File: config.mk
export PLATFORM = sky130hd
export DESIGN_NAME = tea_out_buf
export DESIGN_NICKNAME = d
export VERILOG_FILES = /design/src/hw/rtl/tea_pkg.sv /design/src/hw/rtl/tea_out_buf.sv
export SDC_FILE = /design/constraint.sdc
export NUM_CORES = 1
export LEC_CHECK = 0
export BUFFER_PORTS_ARGS = -buffer_cell sky130_fd_sc_hd__buf_4
export CAP_MARGIN = 0
export CORE_ASPECT_RATIO = 0.6
export CORE_MARGIN = 3
export CORE_UTILIZATION = 30
export DETAILED_ROUTE_END_ITERATION = 8
export PLACE_DENSITY = 0.5
export SETUP_SLACK_MARGIN = 0.5
export SKIP_CTS_REPAIR_TIMING = 1
export SYNTH_ARGS = -nofsm -noshare
export SYNTH_HDL_FRONTEND = slang
export SYNTH_SLANG_ARGS = --single-unit
File: constraint.sdc
create_clock -name clk -period 4.42 [get_ports clk]
set_input_delay 0.884 -clock clk [delete_from_list [all_inputs] [get_ports clk]]
set_output_delay 0.884 -clock clk [all_outputs]
set_load 0.01 [all_outputs]
File: src/hw/rtl/tea_pkg.sv
`default_nettype none

package tea_pkg;

    // Number of TEA iterations; each iteration is two half-rounds
    localparam int CYCLES = 32;
    localparam int NUM_STAGES = 2 * CYCLES;

    // Golden-ratio round constant
    localparam logic [31:0] TEA_DELTA = 32'h9E37_79B9;

    // Key register indexes on the configuration port
    localparam logic [1:0] KEY_IDX_0 = 2'd0;
    localparam logic [1:0] KEY_IDX_1 = 2'd1;
    localparam logic [1:0] KEY_IDX_2 = 2'd2;
    localparam logic [1:0] KEY_IDX_3 = 2'd3;

    // Word pair moving down the cell chain: a is updated, b feeds the mix
    typedef struct packed {
        logic [31:0] a;
        logic [31:0] b;
    } tea_pair_t;

    // Status of the output buffer seen by the chain control
    typedef struct packed {
        logic full;
        logic has_data;
    } tea_buf_status_t;

    // Running sum for a given stage: stage pair r uses (r + 1) * delta
    function automatic logic [31:0] tea_stage_sum(input int stage);
        logic [63:0] prod;
        prod = 64'(TEA_DELTA) * 64'((stage >> 1) + 1);
        return prod[31:0];
    endfunction

endpackage

`default_nettype wire

File: src/hw/rtl/tea_out_buf.sv
`default_nettype none

module tea_out_buf (
    input  wire logic                     clk,
    input  wire logic                     rst_n,
    input  wire logic                     push,
    input  wire tea_pkg::tea_pair_t       push_pair,
    input  wire logic                     pop,
    output      tea_pkg::tea_pair_t       head_pair,
    output      tea_pkg::tea_buf_status_t status
);
    import tea_pkg::*;

    tea_pair_t  entry_reg [2];
    logic       wr_ptr_reg;
    logic       rd_ptr_reg;
    logic [1:0] count_reg;
    logic [1:0] count_next;

    // Track fill level
    always_comb
    begin
        count_next = count_reg;
        if (push && !pop)
        begin
            count_next = count_reg + 2'd1;
        end
        else if (pop && !push)
        begin
            count_next = count_reg - 2'd1;
        end
    end

    // Advance pointers and count
    always_ff @(posedge clk or negedge rst_n)
    begin
        if (!rst_n)
        begin
            wr_ptr_reg <= 1'b0;
            rd_ptr_reg <= 1'b0;
            count_reg  <= 2'd0;
        end
        else
        begin
            if (push)
            begin
                wr_ptr_reg <= ~wr_ptr_reg;
            end
            if (pop)
            begin
                rd_ptr_reg <= ~rd_ptr_reg;
            end
            count_reg <= count_next;
        end
    end

    // Store the incoming result
    always_ff @(posedge clk)
    begin
        if (push)
        begin
            entry_reg[wr_ptr_reg] <= push_pair;
        end
    end

    assign head_pair       = entry_reg[rd_ptr_reg];
    assign status.full     = (count_reg == 2'd2);
    assign status.has_data = (count_reg != 2'd0);

endmodule

`default_nettype wire

======== Yosys cells after proc, flatten, opt, wreduce, memory -nomap -nowiden ========
Memory sizes are Yosys's and may differ from the RTL's.
Cells that the tools add are included.
storage, ports and cells
  register bits ........................... 4
  RAM bits ................................ 128
  word-level logic and storage cells ...... 19
  bits of input ports ..................... 68
  memories ................................ 1
memories
  memory     depth  width  rd ports  clocked after Yosys merged registers in  wr ports  RTL line           text
  entry_reg  2      64     1         0                                        1         tea_out_buf.sv:14  tea_pair_t entry_reg [2];
cells by class
  bitwise operators ....................... 2
  reductions and logical operators ........ 6
  $add $sub $neg .......................... 2
  equal/unequal tests ..................... 1
  mux-type cells .......................... 4
operator list
  kind                                               number
  two-way mux 2 bit                                  2
  nonzero test 2 bit                                 2
  adder 2 x 1 -> 2 bit (second input constant)       1
  equality test 2 bit (second input constant)        1
  logical AND 1 bit                                  2
  zero test 1 bit                                    2
  two-way mux 1 bit                                  2
  inverter 1 bit                                     2
  subtractor 2 x 1 -> 2 bit (second input constant)  1

======== Longest topological paths before layout ========
Gate-level depths: netlist of the first run.
  depth after elaboration ................. 4
  depth in mapped cells ................... 5
  depth with buffers taken out ............ 5

======== Worst setup path before layout of the first run ========
No wires, ideal clock.
  kind .................................... in2reg
  from .................................... input port push
  to ...................................... memory entry_reg[0][0] in the netlist's numbering, enable pin
  cell stages on the path ................. 1
  arrival time ............................ 3698 ps
  path slack .............................. 228 ps
  data required time ...................... 3926 ps
  setup time .............................. 494 ps
  path buffers ............................ 0
  cell sequence ........................... nor2b_1
on the way
  word-level cells in the longest chain between the ends .. 2
ends and longest elaborated chain
  what                                     RTL line           text
  start: declaration                       tea_out_buf.sv:6   input wire logic push,
  two-way mux 1 bit                        tea_out_buf.sv:60  if (push)
  two-way mux 1 bit (implied by the code)  tea_out_buf.sv:62  entry_reg[wr_ptr_reg] <= push_pair;
  end: declaration                         tea_out_buf.sv:14
No other way between the ends.

==> flow_summary.yaml, run 1 <==
timing:
  grt_setup_unrepaired: "no"
  fmax_mhz: 318
  setup_viol: 0
  fin_crit_sh_pct: 71.1
  setup_tns_ns: 0
  finalHoldViolCount: 0
  fin_skew_ns: 0.00712
  min_period_ns: 3.14
  worst_slew_pin_slew_ns: 0.957
  final_max_slew_viol_count: 0
  maxSlewHeadroom_pct: 36.1
die:
  die_w_um: 173
  dieArea_um2: 18300
  core_area_um2: 15900
  fp.dieH_um: 106
  io_pins: 134
  rows: 35
  start_util_pct: 31.6
setup_path:
  worst-setup-path-type: "reg2out"
  cp_slowest_cell: "dfrtp_4"
  crit_arrival_ns: 2.26
  r2r_slack_ns: 2.48
  max_stage_delay_ns: 0.97
  start_kind: "flop"
  r2r-start: "wr_ptr_reg"
  endpoint_kind: "output port"
  cpMostUsedCell: "buf_4"
  ff2ff_path_depth: 2
  r2r-end: "entry_reg[0][36]"
  path_cells: "buf_4 -> mux2_2 -> buf_4"
  crit_fanout: 45
  cp.required_ns: 3.54
global_routing:
  grt_pass1_vias: 2688
  grt_use_met3_pct: 6.07
  antenna_found_initial: 0
  grt_pass1_wl_mm: 15.0
  grt_use_met1_pct: 14.4
  top_usage_layer: "met2"
  grt.overflow.total: 0
  grt_util_met2_pct: 15.1
  grt_usage_pct: 10.9
  grt_max_degree: 46
pwr:
  peakVddDrop_uv: 320
  cellLeakagePower_uw: 0.00270
  finalPower_uw: 4470
  powerDensity_nw_per_um2: 654
routing:
  ant_nets: 0
  vias: 2464
  initialDrtViolationCount: 121
  drt_first_pass_iters: 4
  vias_per_cell: 4.11
  drc_errors: 0
  wire_per_inst_um: 16.4
  drt_wl_total_mm: 9.84
logic_synthesis:
  yosysUniqueCellTypes: 14
  synth_seq_cells: 132
  ys_seq_area_share_pct: 78.7
  synthTopCellsByArea: "edfxtp_1 77%, mux2_4 15%, mux2_2 3.1%"
  synth_area_per_cell_um2: 23.3
  synth_warnings: 0
  postSynthCellCount: 215
  async_flop_share_pct: 3.03
  netlist_area_um2: 5010
  synth_most_common_cell: "edfxtp_1"
  syn_nets: 284
  synth_edf_count: 128
  synth_top_area_cell: "edfxtp_1"
  ys.flop_type: "edfxtp_1"
  yosysTopAreaCellShare_pct: 76.7
  synth_commonest_cells: "128 x edfxtp_1, 50 x mux2_4, 14 x mux2_2, 6 x buf_6"
cts:
  clkSinkCount: 132
  h-tree-depth: 4
  root_buffer: "clkbuf_16"
  clkTransAtPathRegs_ns: 0.06
  clk_latency_ns: 0.40
  cts_buffers: 17
  cts_tree: "done"
  cts_buffer_depth: 2
min_path:
  hold_path_class: "in2async"
placement:
  hpwl_mm: 6.69
  port_buffers: 133
  place_congestion: 0.678
finish:
  drive_above_1_share_pct: 62.7
  fin_util_pct: 43.1
  syn2layout_area_growth_pct: 36.4
  nets: 435
  largest_register_ffs: 128
  antenna_cells: 0
run_status:
  status: "finished, final reports clean"
flow_run:
  max_cap_violations: 0
==> worst max-delay path by stage <==
stage                    start              end  slack (ns)  cells past startpoint
global placement    rd_ptr_reg    head_pair[63]        1.67                      3
floorplan                 push  entry_reg[0][0]        1.43                      1
CTS                 rd_ptr_reg    head_pair[62]        1.21                      3
global route        rd_ptr_reg    head_pair[62]        1.14                      3
finish              rd_ptr_reg    head_pair[63]        1.28                      3
detailed placement  rd_ptr_reg    head_pair[62]        1.66                      3
==> area by class of cell <==
type / instances / area, um^2
clock buffer: 18 / 429
tap: 222 / 278
clock inverter: 13 / 136
inverter: 1 / 3.75
sequential: 132 / 3950
fill: 1428 / 9010
multi-input combinational: 75 / 1000
timing repair buffer: 139 / 1040
==> placed cells by master (no fill, tap or decap) <==
cell type,netlist,routed
clkbuf_16,0,17
or2_2,1,1
dfrtp_1,4,3
mux2_4,50,50
buf_4,0,139
bufinv_16,0,2
edfxtp_1,128,128
and2_2,0,1
mux2_2,14,14
ha_1,1,1
xor2_1,4,4
nor2b_4,0,1
nor2_1,1,1
xnor2_1,1,1
clkbuf_1,0,1
dfrtp_4,0,1
inv_6,0,1
clkinvlp_4,0,4
clkinv_4,0,2
nor2b_1,2,1
inv_1,1,1
clkinv_2,0,4
==> critical path: cells and delay by family, from the launching register on <==
family	cells	cell delay, ns
buf+inv	2	0.50
flops	1	0.97
mux	1	0.36
==> logic make-up (layout without fill, tap and decap cells) <==
kind of cell               count (synthesis)  count (layout)  share of synthesized area, %
xor gates and xnor gates                   5               5                         0.873
adders and majority gates                  1               1                         0.250
muxes                                     64              64                          18.1
and+or+nand+nor                            5               5                         0.574
buffers and inverters                      8             171                          1.52
DFF                                      132             132                          78.7
==> stage by stage <==
step,hold WS (ns),std cells,setup WS [ns],instance area [um^2]
finish,0.269,600,1.28,6840
global route,0.244,600,1.14,6840
CTS,0.246,600,1.21,6840
detailed placement,0.468,569,1.66,6270
global placement,0.463,569,1.67,6270
floorplan,0.447,215,1.43,5020
==> layer usage <==
metal,wire length [um],vias to the layer above,part of all wire (%)
met5,0,-,0
met4,100,0,1.0
met3,934,10,9.5
met2,4070,94,41
met1,4740,1212,48
li1,-,1148,-
==> where the power goes <==
group	internal [uW]	leakage, uW	switching, uW
Sequential	1670	0.00125	172
Combinational	769	0.00119	537
Clock	824	0.000268	504
Total	3260	0.00270	1210
Power figures use the tool's default switching activity.
==> run 2, diff against run 1 <==
--- a/config.mk
+++ b/config.mk
@@ -11,7 +11,7 @@
 export CORE_MARGIN = 3
 export CORE_UTILIZATION = 30
 export DETAILED_ROUTE_END_ITERATION = 8
-export PLACE_DENSITY = 0.5
+export PLACE_DENSITY = 0.52
 export SETUP_SLACK_MARGIN = 0.5
 export SKIP_CTS_REPAIR_TIMING = 1
 export SYNTH_ARGS = -nofsm -noshare
==> constraint.sdc (replaced) <==
create_clock -name clk -period 2.5 [get_ports clk]
set_input_delay 0.5 -clock clk [delete_from_list [all_inputs] [get_ports clk]]
set_output_delay 0.5 -clock clk [all_outputs]
set_load 0.01 [all_outputs]
==> flow_summary.yaml, run 2 (synthesis results as in run 1) <==
run_status:
  status: "finished, final reports clean"
die:
  die_w_um: 173
  dieArea_um2: 18300
  rows: 35
  io_pins: 134
  start_util_pct: 31.6
  fp.dieH_um: 106
  core_area_um2: 15900
global_routing:
  grt_usage_pct: 11.2
  grt_pass1_vias: 2623
  grt_pass1_wl_mm: 15.3
  antenna_found_initial: 1
  grt.overflow.total: 0
  grt_max_degree: 65
setup_path:
  path_cells: "buf_12 -> mux2_2 -> buf_4"
  endpoint_kind: "output port"
  max_stage_delay_ns: 0.54
  crit_family: "flip-flops"
  path_buf_inv: 2
  cp_slowest_cell: "dfrtp_4"
  start_kind: "flop"
  crit_arrival_ns: 1.66
  worst-setup-path-type: "reg2out"
  cp.required_ns: 2.00
  cp-startpoint: "rd_ptr_reg"
  r2r-start: "wr_ptr_reg"
  crit_fanout: 14
routing:
  met1Wirelength_mm: 5.12
  drt_wl_total_mm: 10.1
  wl_met2_mm: 3.92
  wire_per_inst_um: 16.6
  vias: 2496
  initialDrtViolationCount: 213
  top_layer: "met5"
  drt_first_pass_iters: 4
  vias_per_cell: 4.13
  dr_wl_met3_um: 930
  drc_errors: 0
  ant_nets: 0
timing:
  final_max_slew_viol_count: 0
  grt_setup_unrepaired: "yes"
  finalHoldViolCount: 0
  worst_slew_pin_slew_ns: 0.447
  fin_crit_sh_pct: 86.2
  setup_viol: 0
  setup_tns_ns: 0
  fin_skew_ns: 0.00844
  fmax_mhz: 464
  maxSlewHeadroom_pct: 70.2
  min_period_ns: 2.16
min_path:
  min_from: "push_pair[50]"
  hold_path_class: "in2reg"
finish:
  stdcell_count: 605
  largest_register_ffs: 128
  syn2layout_area_growth_pct: 37.5
  stdcell_area_um2: 6890
  drive_above_1_share_pct: 62.1
  fin_util_pct: 43.5
  antenna_cells: 0
  layout_commonest_cell: "buf_4"
  nets: 441
  final_cell_mix: "138 x buf_4, 128 x edfxtp_1, 50 x mux2_4"
placement:
  place_area_um2: 6340
  dpl.cell_count: 569
  place_congestion: 0.690
  hpwl_mm: 6.78
  port_buffers: 133
cts:
  clk_latency_ns: 0.41
  cts_buffer_depth: 2
  root_buffer: "clkbuf_16"
  clkTransAtPathRegs_ns: 0.06
  cts_tree: "done"
  clkSinkCount: 132
  cts_buffers: 17
  h-tree-depth: 4
pwr:
  powerDensity_nw_per_um2: 1140
  cellLeakagePower_uw: 0.00272
  peakVddDrop_uv: 390
flow_run:
  max_cap_violations: 0
## run 2: worst paths after layout
path	slack [ns]	depth (start not counted)	to
hold / removal	0.28	1	entry_reg[0][50]
setup reg to reg	1.02	2	entry_reg[1][19]
setup / recovery	0.34	3	head_pair[55]
min in group asynchronous	0.44	2	count_reg[0]
hold reg to reg	0.49	1	count_reg[1]
max in group asynchronous	1.95	2	rd_ptr_reg
## run 2: area by class of cell
cell class                      instances  area [um^2]
Clock inverter                         10         63.8
Fill cell                            1445         8960
Clock buffer                           20          437
Timing Repair Buffer                  145         1160
Multi-Input combinational cell         75         1000
Sequential cell                       132         3950
Inverter                                1         3.75
Tap cell                              222          278
## run 2: power by group
part / total [uW] / internal [uW] / switching, uW / leakage, uW
logic: 2670 / 1500 / 1170 / 0.00124
registers: 3100 / 2950 / 155 / 0.00125
clock network: 2080 / 1240 / 839 / 0.000239
total: 7850 / 5690 / 2160 / 0.00272
## run 2: per-layer routing
metal,GRT usage (%),vias to the layer above
li1,-,1160
met1,15.9,1227
met2,14.2,98
met3,6.42,9
met4,3.12,2
met5,0,-
## run 2: stage by stage
step           hold slack, ns  total power (uW)  setup WS [ns]
4_1_cts                -0.135              7900          0.125
5_1_grt                 0.259              8270          0.273
3_3_place_gp            0.298              5760          0.582
6_report                0.276              7850          0.344
3_5_place_dp            0.299              5780          0.565
2_1_floorplan           0.204              4640          0.597
## run 2: worst register-to-register path, stage by stage (launching register included)
cell     delay [ns]
dfrtp_1        0.41
and2_4         0.46
buf_4          0.31
