--- config.mk ---
export PLATFORM = sky130hd
export DESIGN_NAME = tea_cell
export DESIGN_NICKNAME = d
export VERILOG_FILES = /design/src/hw/rtl/tea_pkg.sv /design/src/hw/rtl/tea_cell.sv
export SDC_FILE = /design/constraint.sdc
export NUM_CORES = 1
export LEC_CHECK = 0
export ABC_AREA = 1
export BUFFER_PORTS_ARGS = -buffer_cell sky130_fd_sc_hd__clkbuf_2
export CAP_MARGIN = 20
export CORE_UTILIZATION = 40
export CTS_CLUSTER_DIAMETER = 120
export CTS_CLUSTER_SIZE = 20
export DETAILED_ROUTE_END_ITERATION = 12
export GPL_TIMING_DRIVEN = 0
export PLACE_DENSITY_LB_ADDON = 0.2
export SETUP_SLACK_MARGIN = 0.3
export SLEW_MARGIN = 10
export SYNTH_ARGS = -nofsm -noshare
export SYNTH_HDL_FRONTEND = slang
export SYNTH_SLANG_ARGS = --single-unit
--- constraint.sdc ---
create_clock -name clk -period 2 [get_ports clk]
set_input_delay 0.6 -clock clk [delete_from_list [all_inputs] [get_ports clk]]
set_output_delay 0.6 -clock clk [all_outputs]
set_load 0.005 [all_outputs]
--- src/hw/rtl/tea_pkg.sv ---
`default_nettype none

package tea_pkg;

    // Number of TEA iterations; each iteration is two half-rounds
    localparam int CYCLES = 32;
    localparam int NUM_STAGES = 2 * CYCLES;

    // Golden-ratio round constant
    localparam logic [31:0] TEA_DELTA = 32'h9E37_79B9;

    // Key register indexes on the configuration port
    localparam logic [1:0] KEY_IDX_0 = 2'd0;
    localparam logic [1:0] KEY_IDX_1 = 2'd1;
    localparam logic [1:0] KEY_IDX_2 = 2'd2;
    localparam logic [1:0] KEY_IDX_3 = 2'd3;

    // Word pair moving down the cell chain: a is updated, b feeds the mix
    typedef struct packed {
        logic [31:0] a;
        logic [31:0] b;
    } tea_pair_t;

    // Status of the output buffer seen by the chain control
    typedef struct packed {
        logic full;
        logic has_data;
    } tea_buf_status_t;

    // Running sum for a given stage: stage pair r uses (r + 1) * delta
    function automatic logic [31:0] tea_stage_sum(input int stage);
        logic [63:0] prod;
        prod = 64'(TEA_DELTA) * 64'((stage >> 1) + 1);
        return prod[31:0];
    endfunction

endpackage

`default_nettype wire

--- src/hw/rtl/tea_cell.sv ---
`default_nettype none

module tea_cell (
    input  wire logic               clk,
    input  wire logic               rst_n,
    input  wire logic               en,
    input  wire logic               in_valid,
    input  wire tea_pkg::tea_pair_t in_pair,
    input  wire logic [31:0]        sum,
    input  wire logic [31:0]        key_l,
    input  wire logic [31:0]        key_r,
    output      logic               out_valid,
    output      tea_pkg::tea_pair_t out_pair
);
    import tea_pkg::*;

    logic      valid_reg;
    tea_pair_t pair_reg;
    tea_pair_t pair_next;
    logic [31:0] mix;

    // Mix the partner word and update, then swap roles for the next cell
    always_comb
    begin
        mix = ((in_pair.b << 4) + key_l) ^ (in_pair.b + sum) ^ ((in_pair.b >> 5) + key_r);
        pair_next.a = in_pair.b;
        pair_next.b = in_pair.a + mix;
    end

    // Advance the stage valid bit
    always_ff @(posedge clk or negedge rst_n)
    begin
        if (!rst_n)
        begin
            valid_reg <= 1'b0;
        end
        else if (en)
        begin
            valid_reg <= in_valid;
        end
    end

    // Advance the stage payload
    always_ff @(posedge clk)
    begin
        if (en)
        begin
            pair_reg <= pair_next;
        end
    end

    assign out_valid = valid_reg;
    assign out_pair  = pair_reg;

endmodule

`default_nettype wire

# Word level (Yosys, flattened, before mapping)

Cells that the tools add are included.

Register bits: 65
Bits of input ports: 164
Output and inout port bits: 65
Logic and storage cells: 9

$add $sub $neg: 4
Bitwise operators: 2

Operator list:

| operator                                  | count |
|---|---|
| 32-bit adder                              | 3 |
| 32-bit bitwise XOR                        | 2 |
| 27-bit by 32-bit adder with 32-bit output | 1 |

# Longest topological paths before layout

Gate-level depths: netlist (run 1).

Depth in word-level cells: 4
Depth in mapped cells: 29
Mapped depth without buffers: 29

# Worst setup path after synthesis (run 1)

Ideal clock, no wire load.

Path type: in2reg
From: in in_pair[0] (netlist bit)
To: reg pair_reg (netlist bit out_pair[31]) (data pin)
Library setup time: 0.253 ns
Arrival time: 3.372 ns
Data required time: 1.747 ns
Slack: -1.625 ns
Stages: 24
Buffers on the path: 0
Cell sequence: ha_1 -> inv_1 -> fa_1 -> o21ai_2 -> nand2_2 -> nand2_4 -> nand3_2 -> nand2_2 -> xor2_2 -> xor2_1 -> nand2_1 -> inv_1 -> nor2_1 -> ha_1 -> nand2_1 -> o21ai_0 -> a21oi_1 -> nand3_1 -> nand2_1 -> nand2_1 -> nand2_1 -> nand2_1 -> nand3_1 -> nand2_1

RTL lines:

| element              | RTL line       | source |
|---|---|---|
| from (decl)          | tea_cell.sv:8  | `input wire tea_pkg::tea_pair_t in_pair,` |
| to (signal assigned) | tea_cell.sv:48 | `pair_reg <= pair_next;` |
| to (decl)            | tea_cell.sv:18 | `tea_pair_t pair_reg;` |

==> results of run 1 <==
[layout make-up]
| class | count | area (µm²) | area share [%] |
|---|---|---|---|
| repair buffers | 350 | 2360 | 15.2 |
| inverters | 168 | 633 | 4.07 |
| clock inverters | 7 | 100 | 0.644 |
| multi-input cells | 1224 | 9880 | 63.6 |
| clock buffers | 9 | 225 | 1.45 |
| well taps | 324 | 405 | 2.61 |
| flip-flops and latches | 65 | 1950 | 12.5 |
[worst min-delay path by stage]
stage | startpoint | to | slack (ns) | depth (start not counted)
floorplan | rst_n | out_valid | 0.30 | 0
global placement | rst_n | out_valid | 0.37 | 1
detailed placement | rst_n | out_valid | 0.38 | 1
CTS | in_pair[0] | out_pair[32] | 0.45 | 1
global route | in_pair[0] | out_pair[32] | 0.45 | 1
finish | in_pair[0] | out_pair[32] | 0.47 | 1
[cell usage in the layout (no fill, tap or decap), types with 10 or more instances in the layout]
master,netlist,routed
buf_6,0,26
edfxtp_1,64,64
nand3_1,82,72
nand2_1,390,321
o21ai_2,6,15
nor2_2,2,25
o21ai_0,52,23
nor3_1,20,13
a21oi_1,112,60
nand2_2,24,79
inv_2,1,23
buf_4,0,97
clkbuf_16,0,12
a21o_1,26,23
xor2_2,1,20
nand2_4,1,15
nor2_1,155,126
nand3b_1,10,10
ha_4,0,80
nand4_1,16,16
xnor2_2,0,12
ha_1,121,37
inv_1,166,143
xor2_1,81,56
clkbuf_2,0,205
o21ai_1,3,15
a21oi_2,7,43
a21oi_4,0,16
xnor2_1,51,35
[power breakdown]
group / leakage, nW / switching, mW / internal, mW
Combinational: 6.26 / 6.15 / 5.13
Clock: 0.161 / 0.710 / 1.11
Sequential: 0.638 / 0.0885 / 2.13
Total: 7.05 / 6.95 / 8.37
[flip-flops by register name, indices dropped and copies added (netlist names)]
register   cells
out_pair      64
out_valid      1
[logic make-up after synthesis]
logic type,Yosys count,synth area share [%]
simple gates,716,30.8
xor+xnor,134,12.1
fa+ha+maj,125,16.1
compound gates,248,14.8
buf+inv,168,6.38
flops,65,19.7
mux,1,0.114
[cell usage after synthesis (all sizes together), types with 2 or more instances]
cell type | instances | area, µm²
xor2 | 82 | 726
inv | 167 | 627
o21ai | 61 | 328
fa | 4 | 80.1
ha | 121 | 1510
a31oi | 13 | 81.3
nor2 | 158 | 606
o211ai | 3 | 27.5
edfxtp | 64 | 1920
nand4 | 16 | 100
a21boi | 3 | 22.5
nor4 | 3 | 25.0
nand2 | 415 | 1630
nand3 | 85 | 440
nor3 | 24 | 140
o21a | 7 | 52.6
o2111ai | 2 | 17.5
a21o | 26 | 195
xnor2 | 51 | 447
o21bai | 8 | 67.6
nand3b | 10 | 75.1
a21oi | 119 | 622
or2 | 4 | 25.0
[worst max-delay path, stage by stage]
cell and delay, ns:
clkbuf_16 0.13, ha_4 0.16, fa_2 0.37, nand2_2 0.09
nand2_2 0.07, o21ai_4 0.11, o21ai_4 0.10, nand2_1 0.08
nand2_1 0.10, nand3_1 0.13, nand3_2 0.13, xnor2_4 0.28
xor2_4 0.25, ha_1 0.29, a21o_1 0.20, nor2_2 0.13
nor3_1 0.06, nor4_1 0.22, o21ai_1 0.13, xor2_1 0.16
[metal layers]
layer / global-route usage [%] / vias up / wire length (µm)
li1: - / 5596 / -
met1: 37.2 / 5448 / 16600
met2: 52.5 / 416 / 19600
met3: 2.58 / 72 / 2080
met4: 8.61 / 0 / 1130
met5: 0 / - / 0
[timing repair]
item | CTS | global route
endpoints found under the hold margin | 1 | 0
hold buffers | 1 | 0
gates cloned | 0 | 0
gates resized for setup | 273 | 189
setup buffers | 74 | 46
pin swaps | 111 | 119
endpoints found under the setup margin | 31 | 31
==> results.yml, run 1 <==
die:
  die-area_um2: 25300
  fp.dieH_um: 159
  die_x_um: 159
  num_rows: 57
  io_pins: 229
  initial_core_util_pct: 40.8
  core_um2: 24200
finish:
  utilization_pct: 64.1
  fill_cells: 2059
  drive_gt1_share_pct: 42.5
  diodes: 0
  stdcell_count: 2147
  final_area_um2: 15500
  finalNetCount: 2107
  areaGrowthSynthToFinish_pct: 57.3
grt:
  overflow: 0
  grt_pass1_vias: 11023
  grt_pass1_wl_mm: 57.2
  antenna_found_initial: 0
  grt_max_degree: 38
  grt.total_usage_pct: 29.3
yosys:
  yosysWarnings: 0
  synth_edf_count: 64
  synth.distinct_cells: 50
  synthCells: 1457
  ys.flop_type: "edfxtp_1"
  syn-cell-area_um2: 9890
  async_flop_share_pct: 1.54
  ys_seq_area_share_pct: 19.7
  syn_nets: 1746
  synth-seq-cells: 65
  synth.avg_cell_area_um2: 6.78
power:
  leakagePower_nw: 7.05
  vdd_drop_max_mv: 0.705
  finalPower_mw: 15.3
  power_density_nw_per_um2: 985
sta:
  max_clock_freq_mhz: 269
  fin_ws_ns: -1.72
  tightest_slew_ns: 0.515
  slew_headroom_pct: 65.7
  finalCritPeriodShare_pct: 186
  drv_slew: 0
  whs_ns: 0.473
  setup_viol: 31
  fin_crit_ns: 3.72
  tns_ns: -40.77
  rsz0062_at_grt: "yes"
  hold_viol: 0
  finClkSkew_ns: 0
placement:
  dp_slack_ns: -2.58
  dp_hpwl_mm: 30.1
  placed_area_um2: 11900
  post-place-cells: 2010
  portBuffers: 228
  gp_routability_congestion: 0.947
drt:
  first_pass_iters: 5
  antenna_left: 0
  drc: 0
  wl_per_cell_um: 18.3
  drt_wl_total_mm: 39.3
  viasPerCell: 5.37
  vias: 11532
  first_iter_violations: 664
worst_hold_path:
  holdCritPathClass: "input port to register"
critical_path:
  worst-setup-path-type: "input port to register"
  r2r_slack_ns: 1.26
  critPathLaunchType: "input port"
  arrival_ns: 3.81
  r2r_cells: 1
  startpoint: "in_pair[0]"
  rr_startpoint: "out_valid"
  timing.rr.end: "out_valid"
  crit_end: "out_pair[29]"
  critPathCaptureType: "register"
  cp_max_fo: 4
  worstPathRequired_ns: 2.09
clock_tree:
  cts_root_buffer: "clkbuf_16"
  clockBufferDepth: 2
  htree_num_levels: 3
  path_clk_slew_ns: 0.07
  cts_buffers: 9
  clk_latency_ns: 0.35
  clock-sinks: 65
  cts_tree: "built"
outcome:
  outcome: "finished with violations"
  failed_checks: "negative setup slack"
flow_run:
  maxCapViolations: 0
Note: power is estimated with default switching activity, not from simulation.
==> run 2: changes to the inputs <==
- CORE_UTILIZATION: 40 -> 61
==> results.yml, run 2 <==
yosys:
  yosysWarnings: 0
  yosysTopAreaCell: "edfxtp_1"
  ys_top_cells_by_count: "nand2_1 (390), inv_1 (166), nor2_1 (155)"
  yosysMostFrequentCell: "nand2_1"
  synth-seq-cells: 65
  synthCells: 1457
  synth.distinct_cells: 50
  yosysTopAreaCellShare_pct: 19.4
  ys_seq_area_share_pct: 19.7
  ys.flop_type: "edfxtp_1"
  synth_edf_count: 64
  syn_nets: 1746
  synth.avg_cell_area_um2: 6.78
  async_flop_share_pct: 1.54
  synthTopCellsByArea: "edfxtp_1 (19%), ha_1 (15%), nand2_1 (15%)"
  syn-cell-area_um2: 9890
grt:
  grt_pass1_wl_mm: 78.2
  overflow: 42
  grt_max_degree: 53
  grt_pass1_vias: 14102
  grt.total_usage_pct: 62.2
die:
  initial_core_util_pct: 62.5
  die_x_um: 129
  fp.dieH_um: 129
  num_rows: 46
  io_pins: 229
outcome:
  error_line: "[ERROR GRT-0116] Global routing finished with congestion. Check the congestion regions in the DRC Viewer."
  outcome: "did not finish"
  stop_stage: "global routing (5_1_grt)"
clock_tree:
  cts_hold_buf: 0
  clock-sinks: 65
  cts_buffers: 9
  htree_num_levels: 3
  clockBufferDepth: 2
  cts_root_buffer: "clkbuf_16"
placement:
  portBuffers: 228
  gp_routability_congestion: 0.994
  placed_area_um2: 11800
  dp_slack_ns: -2.57
  post-place-cells: 1902
  dp_hpwl_mm: 28.4
## run 2: cell families after synthesis
| logic type | synth area share [%] |
|---|---|
| adders and majority gates | 16.1 |
| AOI/OAI and AO/OA | 14.8 |
| DFF | 19.7 |
| muxes | 0.114 |
| buffers and inverters | 6.38 |
| and+or+nand+nor | 30.8 |
| xor gates and xnor gates | 12.1 |
## run 2: routing by layer
| layer | global-route usage (%) | GRT overflow |
|---|---|---|
| met3 | 35.8 | 0 |
| met2 | 86.7 | 22 |
| met4 | 61.4 | 19 |
| met5 | 4.41 | 0 |
| met1 | 64.1 | 1 |
## run 2: timing repair
item                                    in CTS
pin swaps                                   98
gates resized for setup                    281
endpoints found under the setup margin      31
setup buffers                               82
## run 2: metrics by stage
step                utilization (%)  TNS, ns  hold slack [ns]
floorplan                         -   -33.24            0.304
global placement               74.5   -70.63            0.374
detailed placement             74.7   -57.21            0.376
CTS                            89.5   -36.79        0.0000192
==> run 3: changes to the inputs <==
- CORE_UTILIZATION: 61 -> 40
- CTS_CLUSTER_DIAMETER: 120 -> default
- CTS_CLUSTER_SIZE: 20 -> default
- PLACE_DENSITY_LB_ADDON: 0.2 -> 0.15
- SETUP_SLACK_MARGIN: 0.3 -> default
==> results.yml, run 3 (synthesis gave the netlist of run 1 again) <==
outcome:
  outcome: "finished with violations"
  failed_checks: "negative setup slack"
worst_hold_path:
  holdCritPathClass: "input port to register"
  whs_path_depth: 1
  hold_path_end: "out_pair[34]"
  min_from: "in_pair[2]"
sta:
  finalCritPeriodShare_pct: 186
  fin_crit_ns: 3.72
  fin_ws_ns: -1.72
  drv_slew: 0
  setup_viol: 31
  rsz0062_at_grt: "yes"
  tightest_slew_ns: 0.438
  max_clock_freq_mhz: 269
  slew_headroom_pct: 70.6
  finClkSkew_ns: 0
  hold_viol: 0
critical_path:
  rr_startpoint: "out_valid"
  worstPathRequired_ns: 2.10
  cp_max_fo: 4
  timing.rr.end: "out_valid"
  startpoint: "in_pair[0]"
  critPathLaunchType: "input port"
  crit_chain: "clkbuf_16 -> ha_4 -> inv_2 -> fa_2 -> o21ai_4 -> nand2_2 -> nand2_4 -> nand2_2 -> nand2_2 -> xnor2_2 -> xnor2_2 -> xor2_1 -> ha_1 -> a21oi_2 -> buf_4 -> o21ai_4 -> a21oi_2 -> buf_4 -> nand3_4 -> nand2_2 -> nand2_2 -> xor2_1"
  r2r_cells: 1
  cp_slowest_stage_delay_ns: 0.38
  r2r_slack_ns: 1.25
  cpMaxStageDelayCell: "fa_2"
  critPathCaptureType: "register"
  arrival_ns: 3.82
  worst-setup-path-type: "input port to register"
  crit_top_cell: "nand2_2"
grt:
  grt.total_usage_pct: 29.7
  overflow: 0
  grt_pass1_wl_mm: 57.8
  antenna_found_initial: 1
  grt_max_degree: 45
  grt_pass1_vias: 10936
drt:
  drc: 0
  drt_wl_total_mm: 40.8
  first_pass_iters: 7
  viasPerCell: 5.39
  wl_per_cell_um: 19.0
  antenna_left: 0
  vias: 11593
  first_iter_violations: 644
finish:
  final_cell_mix: "nand2_1 (313), clkbuf_2 (204), inv_1 (141), nor2_1 (113), buf_4 (89)"
  final_area_um2: 16000
  fill_cells: 1984
  finalNetCount: 2109
  largest_reg_flops: 64
  areaGrowthSynthToFinish_pct: 61.8
  utilization_pct: 66.0
  drive_gt1_share_pct: 45.1
  final_common_cell: "nand2_1"
clock_tree:
  clk_latency_ns: 0.36
  path_clk_slew_ns: 0.06
  cts_root_buffer: "clkbuf_16"
  clockBufferDepth: 2
  clock-sinks: 65
  htree_num_levels: 3
  cts_tree: "built"
  cts_buffers: 9
placement:
  dp_slack_ns: -2.61
  gp_routability_congestion: 0.920
  portBuffers: 228
  dp_hpwl_mm: 30.7
  placed_area_um2: 12000
die:
  num_rows: 57
  die-area_um2: 25300
  core_um2: 24200
  initial_core_util_pct: 40.8
  fp.dieH_um: 159
  io_pins: 229
  die_x_um: 159
power:
  finalPower_mw: 16.7
  vdd_drop_max_mv: 0.700
  leakagePower_nw: 7.15
  power_density_nw_per_um2: 1050
flow_run:
  maxCapViolations: 0
run 3: worst max-delay path: cells and delay by family:
family          cells  cell delay, ns
buf+inv             4            0.45
xor+xnor            4            0.74
compound gates      4            0.64
simple gates        7            0.54
fa+ha+maj           3            0.83
run 3: worst max-delay path by stage:
stage,to,slack (ns)
6_report,out_pair[25],-1.72
3_5_place_dp,out_pair[25],-2.61
3_3_place_gp,out_pair[25],-2.63
4_1_cts,out_pair[29],-1.68
2_1_floorplan,out_pair[31],-1.46
5_1_grt,out_pair[31],-1.87
run 3: metal layers:
layer	share of wire, %	wire length (µm)	track usage (%)
met1	42	17300	37.3
met2	50	20400	53.5
met3	4.5	1830	3.00
met4	3.2	1290	8.74
met5	0	0	0
run 3: per-stage QoR:
step / hold slack, ns / setup TNS [ns] / instances
5_1_grt: 0.444 / -44.67 / 2150
6_report: 0.447 / -41.77 / 2150
4_1_cts: 0.456 / -41.09 / 2115
3_5_place_dp: 0.376 / -58.61 / 2010
3_3_place_gp: 0.375 / -80.21 / 2009
2_1_floorplan: 0.304 / -33.24 / 1457
run 3: power breakdown:
part | total [mW] | switching [mW] | internal (mW)
clock network | 1.97 | 0.732 | 1.23
registers | 2.21 | 0.0881 | 2.13
logic | 12.6 | 6.81 | 5.75
total | 16.7 | 7.63 | 9.11
run 3: layout make-up:
cell class / count / area (µm²) / area share, %
antenna: 1 / 2.50 / 0.0156
clock buffer: 9 / 225 / 1.41
clock inverter: 7 / 125 / 0.782
inverter: 168 / 637 / 3.98
multi-input combinational: 1224 / 10200 / 64.0
sequential: 65 / 1950 / 12.2
tap: 324 / 405 / 2.53
timing repair buffer: 352 / 2410 / 15.1
run 3: what timing repair did:
item / in CTS / in global routing
pin swaps: 105 / 115
gates resized for setup: 321 / 230
setup buffers: 88 / 48
endpoints found under the hold margin: 1 / 0
setup endpoints to repair: 31 / 31
hold buffers: 1 / 0
==> run 4: changes to the inputs <==
- SKIP_LAST_GASP: default -> 1
==> results.yml, run 4 (synthesis gave the netlist of run 1 again) <==
finish:
  final_common_cell: "nand2_1"
  regArea_um2: 1950
  stdcell_count: 2153
  areaGrowthSynthToFinish_pct: 61.3
  drive_gt1_share_pct: 44.3
  finalNetCount: 2112
  largest_reg_flops: 64
  fill_cells: 2020
  multi_input_area_um2: 10100
  utilization_pct: 65.7
  final_area_um2: 15900
  final_cell_mix: "nand2_1 (313), clkbuf_2 (204), inv_1 (147), nor2_1 (115), buf_4 (91)"
drt:
  drt_wl_total_mm: 39.9
  drc: 0
  antenna_left: 0
  viasPerCell: 5.35
  first_pass_iters: 5
  wl_per_cell_um: 18.5
  first_iter_violations: 654
  vias: 11510
grt:
  globalRouteMet1Util_pct: 37.3
  grt_pass1_vias: 10911
  grt_pass1_wl_mm: 57.6
  use_met3_pct: 2.84
  top_usage_layer: "met2"
  met2_usage_pct: 53.4
  grt_max_degree: 45
  grt.total_usage_pct: 29.6
  overflow: 0
  antenna_found_initial: 1
critical_path:
  cp_slowest_stage_delay_ns: 0.38
  worstPathRequired_ns: 2.10
  rr_startpoint: "out_valid"
  arrival_ns: 3.86
  critPathCaptureType: "register"
  r2r_cells: 1
  cp_max_fo: 4
  worst-setup-path-type: "input port to register"
  r2r_slack_ns: 1.26
  critPathLaunchType: "input port"
  cp_top_family: "adder cells"
  worst-path-buf-inv: 4
  crit_chain: "clkbuf_16 -> ha_4 -> inv_2 -> fa_2 -> o21ai_4 -> nand2_2 -> nand2_4 -> nand2_2 -> nand2_2 -> xnor2_2 -> xnor2_2 -> xor2_1 -> ha_1 -> a21oi_2 -> buf_4 -> o21ai_4 -> a21oi_2 -> buf_4 -> nand3_4 -> nand2_2 -> nand2_2 -> xor2_1"
  crit_top_cell: "nand2_2"
  timing.rr.end: "out_valid"
  cpMaxStageDelayCell: "fa_2"
sta:
  max_clock_freq_mhz: 266
  drv_slew: 0
  rsz0062_at_grt: "yes"
  finalCritPeriodShare_pct: 188
  whs_ns: 0.466
  tns_ns: -42.72
  setup_viol: 31
  slew_headroom_pct: 71.2
  hold_viol: 0
  finClkSkew_ns: 0
  tightest_slew_ns: 0.429
  fin_ws_ns: -1.76
  fin_crit_ns: 3.76
placement:
  portBuffers: 228
  dp_hpwl_mm: 30.7
  post-place-cells: 2010
  gp_routability_congestion: 0.920
  dp_slack_ns: -2.61
  placed_area_um2: 12000
clock_tree:
  htree_num_levels: 3
  path_clk_slew_ns: 0.06
  cts_buffers: 9
  clock-sinks: 65
  clk_latency_ns: 0.36
  cts_tree: "built"
  cts_root_buffer: "clkbuf_16"
  clockBufferDepth: 2
die:
  core_um2: 24200
  io_pins: 229
  initial_core_util_pct: 40.8
  die_x_um: 159
  fp.dieH_um: 159
  die-area_um2: 25300
  num_rows: 57
power:
  leakagePower_nw: 7.18
  power_density_nw_per_um2: 1020
  vdd_drop_max_mv: 0.666
  finalPower_mw: 16.2
flow_run:
  maxCapViolations: 0
outcome:
  failed_checks: "negative setup slack"
  outcome: "finished with violations"
worst_hold_path:
  whs_path_depth: 1
  hold_path_end: "out_pair[32]"
  min_from: "in_pair[0]"
  holdCritPathClass: "input port to register"
[run 4: cell types whose count changed in the layout (fill, tap and decap cells not counted), sizes merged]
cell,before,now
buf,128,131
[run 4: worst max path at each step]
stage,from,end,slack (ns),cells after the start
2_1_floorplan,in_pair[0],out_pair[31],-1.46,26
3_3_place_gp,in_pair[7],out_pair[25],-2.63,16
3_5_place_dp,in_pair[7],out_pair[25],-2.61,16
4_1_cts,in_pair[0],out_pair[29],-1.68,20
5_1_grt,in_pair[0],out_pair[29],-1.87,25
6_report,in_pair[0],out_pair[25],-1.76,22
[run 4: repair_timing]
item,CTS,global route
pin swaps,105,119
hold buffers,1,0
setup endpoints to repair,31,31
hold endpoints to repair,1,0
resized for setup,311,223
buffers inserted,88,49
[run 4: report_power, final]
part | internal (mW) | leakage [nW] | switching, mW | total [mW]
clock | 1.23 | 0.171 | 0.732 | 1.97
combinational | 5.53 | 6.37 | 6.51 | 12.0
sequential | 2.13 | 0.638 | 0.0873 | 2.21
total | 8.89 | 7.18 | 7.33 | 16.2
[run 4: layout make-up]
cell class / count / area share [%]
Antenna cell: 1 / 0.0157
Clock buffer: 9 / 1.41
Sequential cell: 65 / 12.2
Tap cell: 324 / 2.54
Inverter: 168 / 3.99
Timing Repair Buffer: 355 / 15.4
Clock inverter: 7 / 0.785
Multi-Input combinational cell: 1224 / 63.7
[run 4: metal layers]
| metal | vias to the layer above | wire length (µm) | share of wire [%] |
|---|---|---|---|
| met5 | - | 0 | 0 |
| met4 | 0 | 959 | 2.4 |
| met3 | 61 | 1560 | 3.9 |
| met2 | 313 | 20200 | 51 |
| met1 | 5527 | 17200 | 43 |
| li1 | 5609 | - | - |
